`config.mk`:
```
export PLATFORM = sky130hd
export DESIGN_NAME = tdp_div
export DESIGN_NICKNAME = d
export VERILOG_FILES = /design/src/rtl/core/tdp_pkg.sv /design/src/rtl/core/tdp_div.sv
export SDC_FILE = /design/constraint.sdc
export NUM_CORES = 1
export LEC_CHECK = 0
export BUFFER_PORTS_ARGS = -buffer_cell sky130_fd_sc_hd__buf_2
export CELL_PAD_IN_SITES_DETAIL_PLACEMENT = 0
export CELL_PAD_IN_SITES_GLOBAL_PLACEMENT = 2
export CORE_UTILIZATION = 30
export CTS_CLUSTER_SIZE = 24
export DETAILED_ROUTE_END_ITERATION = 10
export PLACE_DENSITY_LB_ADDON = 0.1
export SYNTH_ARGS = -nofsm -noshare
export SYNTH_HDL_FRONTEND = slang
export SYNTH_SLANG_ARGS = --single-unit
```
`constraint.sdc`:
```
create_clock -name i_clk -period 2.5 [get_ports i_clk]
set_clock_uncertainty 0.05 [all_clocks]
set_input_delay 0.125 -clock i_clk [delete_from_list [all_inputs] [get_ports i_clk]]
set_output_delay 0.125 -clock i_clk [all_outputs]
set_load 0.03 [all_outputs]
```
`src/rtl/core/tdp_pkg.sv`:
```
// shared types for the trial division prime test
// no dependencies
package tdp_pkg;

    typedef struct packed {
        logic done;
        logic rem_zero;
    } t_div_flags;

endpackage

```
`src/rtl/core/tdp_div.sv`:
```
// bit-serial restoring divider, one quotient bit per cycle
// depends on tdp_pkg
module tdp_div #(
    parameter int WIDTH = 32
) (
    input  logic                i_clk,
    input  logic                i_rst_n,
    input  logic                i_go,
    input  logic [WIDTH-1:0]    i_dividend,
    input  logic [WIDTH-1:0]    i_divisor,
    output logic [WIDTH-1:0]    o_quotient,
    output tdp_pkg::t_div_flags o_flags
);
    import tdp_pkg::*;

    localparam int CNT_W = $clog2(WIDTH + 1);

    logic [WIDTH-1:0] r_rem, n_rem;
    logic [WIDTH-1:0] r_quo, n_quo;
    logic [WIDTH-1:0] r_div;
    logic [CNT_W-1:0] r_cnt, n_cnt;
    logic             r_done, n_done;

    logic [WIDTH:0]   shifted;
    logic [WIDTH:0]   diff;
    logic             ge;

    always_comb begin
        shifted = {r_rem, r_quo[WIDTH-1]};
        ge      = shifted >= {1'b0, r_div};
        diff    = shifted - {1'b0, r_div};
        n_rem   = r_rem;
        n_quo   = r_quo;
        n_cnt   = r_cnt;
        n_done  = 1'b0;
        if (i_go) begin
            n_rem = '0;
            n_quo = i_dividend;
            n_cnt = CNT_W'(WIDTH);
        end else if (r_cnt != '0) begin
            n_rem  = ge ? diff[WIDTH-1:0] : shifted[WIDTH-1:0];
            n_quo  = {r_quo[WIDTH-2:0], ge};
            n_cnt  = r_cnt - CNT_W'(1);
            n_done = (r_cnt == CNT_W'(1));
        end
    end

    always_ff @(posedge i_clk) begin
        if (!i_rst_n) begin
            r_cnt  <= '0;
            r_done <= 1'b0;
        end else begin
            r_cnt  <= n_cnt;
            r_done <= n_done;
        end
        r_rem <= n_rem;
        r_quo <= n_quo;
        if (i_go) begin
            r_div <= i_divisor;
        end
    end

    assign o_quotient       = r_quo;
    assign o_flags.done     = r_done;
    assign o_flags.rem_zero = (r_rem == '0);

    a_done_after_count: assert property (@(posedge i_clk) disable iff (!i_rst_n)
        r_done |-> $past(r_cnt) == CNT_W'(1))
        else $error("divider done without final step");
    a_go_loads_count: assert property (@(posedge i_clk) disable iff (!i_rst_n)
        i_go |=> r_cnt == CNT_W'(WIDTH))
        else $error("divider count not loaded");
    a_rem_below_divisor: assert property (@(posedge i_clk) disable iff (!i_rst_n)
        r_done |-> r_rem < r_div)
        else $error("remainder not below divisor");

endmodule

```
==> impl_metrics.ini, run 1 <==
[setup_path]
cp_max_fo = 4
worst_path_largest_cell_delay_ns = 0.42
arrival_ns = 2.83
ff2ff_setup_slack_ns = -0.12
crit_type = reg2reg
reg2reg_to = r_rem[26]
required_ns = 2.71
rr_startpoint = r_div[1]
ff2ff_path_depth = 11
critPathSlowestCell = edfxtp_1
setup.worst_path.start_class = flop
critical_path.cell_chain = buf_4 > fa_2 > nor2b_4 > o21bai_2 > a211o_4 > a31oi_4 > o221ai_4 > buf_6 > xnor2_2 > mux2i_1 > o21ai_1
end_kind = flop

[sta]
layout_worst_path_cycle_share_pct = 105
max_freq_mhz = 381
min_period_ns = 2.62
maxSlewViolCount = 0
final.setup.tns_ns = -1.14
relSlewSlack_pct = 67.3
rsz0062_at_grt = yes
setup_violations = 22
tightest_slew_ns = 0.478
hold_viol_final = 0
hold_ws_ns = 0.0122
layout_setup_ws_ns = -0.124

[grt]
grt_max_degree = 31
grt_pass1_vias = 6095
gr-total-overflow = 0
antenna_found_initial = 0
grt_pass1_wl_um = 31700
grt_use_total_pct = 19.1

[finish]
final_cells = 1180
final.fill_count = 1893
area_delta_synth_final_pct = 55.4
drive_above_1_share_pct = 44.7
diodes = 0
finalNetCount = 1013
utilization_pct = 48.2

[clock_tree]
insertion_delay_ns = 0.37
clkTransAtPathRegs_ns = 0.08
cts_tree = done
cts.sinks = 103
clockBufferDepth = 2
root_buffer = clkbuf_16
htreeDepth = 3
cts_made_buffers = 9

[route]
dr.pass1.iters = 5
vias = 5729
wl_per_cell_um = 16.4
wl_um = 19400
antenna_violating_nets_post_route = 0
drt_iter0_drc = 263
routed_via_density = 4.86
drcViolationCount = 0

[logic_synthesis]
synth_top_family_by_area = simple AND/OR/NAND/NOR gates
synthMuxAreaShare_pct = 8.66
ys_seq_elements = 103
synthArstFlopShare_pct = 0
synth_edf_count = 64
synthFlopType = edfxtp_1
synthDistinctLibCells = 60
syn_inst = 621
synth-adder-area-share_pct = 7.46
synth_xor_area_share_pct = 3.71
syn_area_um2 = 6140
synth_compound_area_share_pct = 15.3
yosysSeqAreaShare_pct = 44.0
synth.net_count = 724
synth_area_per_cell_um2 = 9.88
synthSimpleGateAreaFrac_pct = 15.3
ys_warn_count = 0

[floorplanning]
die-height_um = 145
rows = 51
io_pins = 101
dieArea_um2 = 21000
start_util_pct = 31.0
fp.dieW_um = 145
core_area_um2 = 19800

[place]
dp_hpwl_um = 14400
gp_congestion = 0.820
dp.cells = 1105
port_buffers = 100
place_ws_ns = -0.390

[worst_hold_path]
hold_end = o_quotient[3]
hold_class = in2reg
holdPathStages = 2
worstHoldStart = i_dividend[3]

[pwr]
powerDensity_nw_per_um2 = 1210
p_leak_nw = 4.18
peakVddDrop_mv = 0.514

[flow_run]
cap_violations = 0

[outcome]
violations = setup timing
status = finished, violations left
worst max path at each step:
stage                   startpoint        end  slack, ns  depth (start not counted)
detailed placement       r_div[18]  r_rem[10]      -0.39                         11
CTS                       r_div[0]  r_rem[28]      -0.17                         10
global placement          r_rem[8]  r_rem[10]      -0.37                         10
floorplan           o_quotient[31]  r_rem[10]      -0.07                         11
finish                    r_div[1]  r_rem[26]      -0.12                         11
global route              r_div[8]   r_rem[3]      -0.26                         13
routing by layer:
layer  part of all wire [%]  wire length (µm)  track usage, %
met4                    1.2               232            5.11
met3                    2.7               516            2.89
met5                      0                 0               0
met2                     49              9410            32.6
met1                     48              9210            24.9
through the flow:
stage	total power [W]	cell area [µm²]
after global routing	0.0123	9540
after CTS	0.0110	9190
after detailed placement	0.00870	7980
after global placement	0.00870	7980
final	0.0115	9540
after floorplan	0.00615	6170
cells in the mapped netlist (all sizes together), types with 7 or more instances:
master	instances	area, µm²
a211oi	14	105
a21o	14	105
a21oi	32	175
a31oi	9	56.3
buf	12	87.6
clkbuf	16	60.1
dfxtp	39	781
edfxtp	64	1920
ha	35	438
inv	50	188
mux2	33	372
mux2i	16	160
nand2	47	181
nand2b	7	43.8
nand3	26	135
nand4	13	81.3
nor2	46	173
nor3	13	65.1
nor4	14	87.6
o211ai	8	65.1
o21ai	24	124
xnor2	15	131
xor2	11	96.3
what timing repair did:
action	in CTS	in global routing
hold buffers	39	0
pin swaps	49	51
hold endpoints to repair	39	0
setup buffers	16	8
gates cloned	1	0
gates resized for setup	64	59
setup endpoints to repair	33	33
registers in the layout, indices dropped and copies added (netlist names):
name and cells:
r_rem 32, o_quotient 32, r_div 32, r_done 1
r_cnt 6
placed cells by master, fill, tap and decap left out, types with 6 or more instances in the layout:
cell type,Yosys,routed
ha_1,35,19
a211oi_1,14,8
mux2i_1,16,16
a21oi_2,1,11
nor3_1,13,10
buf_4,1,147
o21ai_0,9,7
edfxtp_1,64,64
xnor2_1,15,13
a21o_1,14,14
buf_2,7,99
nor4_1,14,12
o21ai_1,14,14
nand4_1,13,13
nor2_1,46,46
nand2b_1,7,6
inv_1,50,45
ha_4,0,14
a21oi_1,30,17
xor2_1,11,11
nand3_1,25,21
dlygate4sd3_1,0,39
buf_6,4,17
clkbuf_16,0,9
dfxtp_1,39,38
o211ai_1,7,7
nand2_1,45,39
mux2_2,33,32
cell families after synthesis:
kind of cell    count (synthesis)
simple gates                  191
compound gates                138
flops                         103
buf+inv                        78
mux                            49
fa+ha+maj                      36
xor+xnor                       26
layout make-up:
type	count	area (µm²)	share of cell area (%)
well taps	265	332	3.48
repair buffers	306	2250	23.6
clock inverters	7	86.3	0.905
clock buffers	9	225	2.36
flip-flops and latches	103	2700	28.4
multi-input cells	440	3750	39.3
inverters	50	188	1.97
critical path, delay by kind of cell (launching register included):
kind            cells  cell delay [ns]
flops               1             0.42
simple gates        1             0.13
xor+xnor            1             0.13
compound gates      5             0.96
fa+ha+maj           1             0.39
mux                 1             0.14
buf+inv             2             0.30
power by group:
group | switching, W | leakage (nW) | total (W) | internal (W)
Combinational | 0.00381 | 3.07 | 0.00737 | 0.00357
Sequential | 0.000351 | 0.963 | 0.00268 | 0.00233
Clock | 0.000770 | 0.151 | 0.00149 | 0.000719
Note: power is estimated with default switching activity, not from simulation.
==> inputs of run 2 (changes only) <==
- CORE_UTILIZATION: 30 -> 25
- clock period: 2.5 -> 3.4 ns (I/O delays scaled with it)
==> impl_metrics.ini, run 2 (synthesis results as in run 1) <==
[finish]
final_common_cell = buf_2
final.fill_count = 2499
drive_above_1_share_pct = 23.2
area_delta_synth_final_pct = 24.7
finalNetCount = 857
diodes = 0
final_cell_mix = buf_2, edfxtp_1, inv_1, nor2_1, nand2_1

[clock_tree]
cts_setup_buffers = 0
cts_resized = 0
cts_hold_buf = 33
cts_made_buffers = 9
root_buffer = clkbuf_16
cts_tree = done
clockBufferDepth = 2
insertion_delay_ns = 0.37
clkTransAtPathRegs_ns = 0.09
cts.sinks = 103
htreeDepth = 3

[setup_path]
critical_path.cell_chain = ha_1 > a21o_1 > a21o_1 > a21oi_4 > a31oi_1 > o211ai_2 > nand2_2 > buf_4 > mux2i_1 > a211oi_1
path_common_cell = a21o_1
arrival_ns = 3.29
required_ns = 3.57
ff2ff_setup_slack_ns = 0.27
cp_max_fo = 10
ff2ff_path_depth = 10
worst-path-buf-inv = 1
critPathSlowestCell = ha_1
cp_top_family = compound AO/OA/AOI/OAI gates
crit_type = reg2reg
worst_path_largest_cell_delay_ns = 0.52
setup.worst_path.start_class = flop
reg2reg_to = r_rem[18]
end_kind = flop
rr_startpoint = r_rem[21]

[sta]
min_period_ns = 3.13
hold_viol_final = 0
final.setup.tns_ns = 0
rsz0062_at_grt = no
hold_ws_ns = 0.0469
max_freq_mhz = 320
relSlewSlack_pct = 50.1
maxSlewViolCount = 0
layout_worst_path_cycle_share_pct = 91.9
tightest_slew_ns = 0.746
setup_violations = 0

[grt]
grt_max_degree = 50
grt_use_total_pct = 15.5
grt_pass1_wl_um = 29300
antenna_found_initial = 0
gr-total-overflow = 0
grt_pass1_vias = 5228

[floorplanning]
rows = 56
io_pins = 101
fp.dieW_um = 159
dieArea_um2 = 25200
die-height_um = 159
start_util_pct = 25.8
core_area_um2 = 23800

[route]
drcViolationCount = 0
wl_um = 18600
dr.pass1.iters = 4
drt_iter0_drc = 299
vias = 5168
routed_via_density = 4.79
antenna_violating_nets_post_route = 0
wl_per_cell_um = 17.3

[place]
port_buffers = 100
dp_hpwl_um = 14000
gp_congestion = 0.812

[worst_hold_path]
hold_class = in2reg
hold_end = o_quotient[11]
worstHoldStart = i_dividend[11]
holdPathStages = 2

[pwr]
peakVddDrop_mv = 0.279
p_total_w = 0.00662
powerDensity_nw_per_um2 = 865
p_leak_nw = 3.29

[outcome]
status = completed

[flow_run]
cap_violations = 0
## run 2: cell count changes in the layout (fill, tap and decap cells not counted), moves of 10 or more
cell,before,now
buf_4,147,18
buf_6,17,0
a21oi_1,17,30
ha_1,19,35
ha_4,14,0
a21oi_2,11,1
## run 2: worst max-delay path by stage
stage / start / end / cells past startpoint
floorplan: o_quotient[31] / r_rem[10] / 11
global placement: r_rem[21] / r_rem[7] / 10
detailed placement: r_rem[21] / r_rem[18] / 10
CTS: r_rem[21] / r_rem[18] / 10
global route: r_rem[7] / r_rem[18] / 10
finish: r_rem[21] / r_rem[18] / 10
## run 2: power breakdown
group          switching, W  leakage [nW]  internal, W
Combinational       0.00216          2.18      0.00133
Clock              0.000575         0.149     0.000530
Sequential         0.000301         0.963      0.00172
## run 2: per-stage QoR
| step | std cells | cell area, µm² | util [%] | setup slack (ns) |
|---|---|---|---|---|
| after global placement | 1029 | 7020 | 29.6 | 0.284 |
| final | 1078 | 7650 | 32.2 | 0.274 |
| after floorplan | 621 | 6140 | - | 0.691 |
| after global routing | 1078 | 7650 | 32.2 | 0.0134 |
| after detailed placement | 1029 | 7020 | 29.6 | 0.311 |
| after CTS | 1078 | 7650 | 32.2 | 0.302 |
## run 2: final cells by class
type | instances | area (µm²) | share of cell area, %
Clock buffer | 9 | 225 | 2.94
Clock inverter | 7 | 76.3 | 0.997
Inverter | 50 | 188 | 2.45
Multi-Input combinational cell | 440 | 3100 | 40.5
Sequential cell | 103 | 2700 | 35.3
Tap cell | 319 | 399 | 5.22
Timing Repair Buffer | 150 | 961 | 12.6
## run 2: worst register-to-register path: cells and delay by family, from the launching register on
family	cells	cell delay [ns]
compound gates	6	1.26
fa+ha+maj	1	0.52
buf+inv	1	0.28
flops	1	0.36
mux	1	0.23
simple gates	1	0.28
## run 2: routing by layer
| layer | up-vias | track usage (%) | share of wire [%] |
|---|---|---|---|
| li1 | 2554 | - | - |
| met1 | 2487 | 21.1 | 48 |
| met2 | 112 | 25.6 | 47 |
| met3 | 15 | 2.40 | 3.4 |
| met4 | 0 | 3.89 | 1.2 |
| met5 | - | 0 | 0 |
==> inputs of run 3 (changes only) <==
- CORE_ASPECT_RATIO: default -> 1.4
- clock period: 3.4 -> 4 ns (I/O delays scaled with it)
==> impl_metrics.ini, run 3 (synthesis results as in run 1) <==
[setup_path]
worst_path_largest_cell_delay_ns = 0.41
worst-path-buf-inv = 1
crit_type = reg2reg
arrival_ns = 3.30
path_common_cell = a21o_1
critical_path.cell_chain = ha_1 > a21o_1 > a21o_1 > a211oi_1 > a31oi_1 > o21a_1 > a21oi_2 > buf_4 > nor3_1 > a311o_1
end_kind = flop
setup.worst_path.start_class = flop
crit_cells = 10
ff2ff_path_depth = 10
required_ns = 4.20
critPathSlowestCell = ha_1
cp_max_fo = 16
cp_top_family = compound AO/OA/AOI/OAI gates

[pwr]
powerDensity_nw_per_um2 = 735
comb_power_share_pct = 52.3
swShare_pct = 44.8
intPower_w = 0.00308
seq_power_share_pct = 31.1
power.switching_w = 0.00250
clock_power_share_pct = 16.6
peakVddDrop_mv = 0.251
p_leak_nw = 3.26

[clock_tree]
root_buffer = clkbuf_16
clkTransAtPathRegs_ns = 0.07
cts_setup_buffers = 0
htreeDepth = 3
cts_resized = 0
cts_hold_buf = 33
insertion_delay_ns = 0.36
clockBufferDepth = 2
cts_made_buffers = 9
cts_tree = done
cts.sinks = 103

[route]
antenna_violating_nets_post_route = 0
wl_um = 18600
drt_iter0_drc = 236
drcViolationCount = 0
vias = 5074
routed_via_density = 4.77
dr.pass1.iters = 4
wl_per_cell_um = 17.5

[flow_run]
cap_violations = 0

[sta]
tightest_slew_ns = 0.732
rsz0062_at_grt = no
relSlewSlack_pct = 51.2
setup_violations = 0
hold_viol_final = 0
layout_worst_path_cycle_share_pct = 77.5
maxSlewViolCount = 0
final.setup.tns_ns = 0
max_freq_mhz = 323
min_period_ns = 3.10

[grt]
grt_max_degree = 51
grt_pass1_wl_um = 29800
grt_pass1_vias = 5409
antenna_found_initial = 0
grt_use_total_pct = 15.5
gr-total-overflow = 0

[finish]
diodes = 0
final_cell_mix = buf_2, edfxtp_1, inv_1, nor2_1, nand2_1
finalNetCount = 851
final_common_cell = buf_2
final_cells = 1063
area_delta_synth_final_pct = 23.9
drive_above_1_share_pct = 22.2

[floorplanning]
dieArea_um2 = 25200
rows = 67
fp.dieW_um = 134
die-height_um = 187
start_util_pct = 25.5
io_pins = 101
core_area_um2 = 24100

[worst_hold_path]
holdPathStages = 2
hold_class = in2reg

[place]
port_buffers = 100
gp_congestion = 0.783
dp_hpwl_um = 13900
dp.cells = 1014

[outcome]
status = completed
-- run 3: per-layer routing --
| layer | wire length [µm] | vias to the layer above | track usage (%) |
|---|---|---|---|
| met5 | 0 | - | 0 |
| met4 | 475 | 0 | 6.22 |
| met3 | 753 | 26 | 2.98 |
| met2 | 9220 | 116 | 27.2 |
| met1 | 8160 | 2394 | 18.4 |
| li1 | - | 2538 | - |
-- run 3: power by group through the flow --
stage	Clock, W	Sequential [W]	Combinational, W
4_1_cts	0.000977	0.00174	0.00296
2_1_floorplan	0	0.00186	0.00195
3_3_place_gp	0	0.00176	0.00295
5_1_grt	0.00101	0.00178	0.00324
3_5_place_dp	0	0.00176	0.00292
6_report	0.000930	0.00174	0.00292
-- run 3: final cells by class --
type / instances / area, µm²
fillers: 2505 / 16500
multi-input cells: 440 / 3100
flip-flops and latches: 103 / 2700
repair buffers: 144 / 916
well taps: 310 / 388
clock buffers: 15 / 300
inverters: 50 / 188
clock inverters: 1 / 8.76
-- run 3: path summary, 6_finish.rpt --
check            startpoint        endpoint  slack [ns]
max               r_rem[25]       r_rem[20]        0.90
min          i_dividend[19]  o_quotient[19]        0.08
max reg2reg       r_rem[25]       r_rem[20]        0.90
min reg2reg       r_rem[31]       r_rem[31]        0.43
-- run 3: stage by stage --
stage          cell area [µm²]  worst slack (ns)  hold WS [ns]  util, %  total power, W
2_1_floorplan             6140              1.29         0.249        -         0.00381
3_3_place_gp              6960             0.894         0.326     28.9         0.00471
3_5_place_dp              6960             0.865         0.328     28.9         0.00468
4_1_cts                   7600             0.847        0.0640     31.6         0.00568
5_1_grt                   7600             0.655        0.0762     31.6         0.00603
6_report                  7600             0.902        0.0844     31.6         0.00559
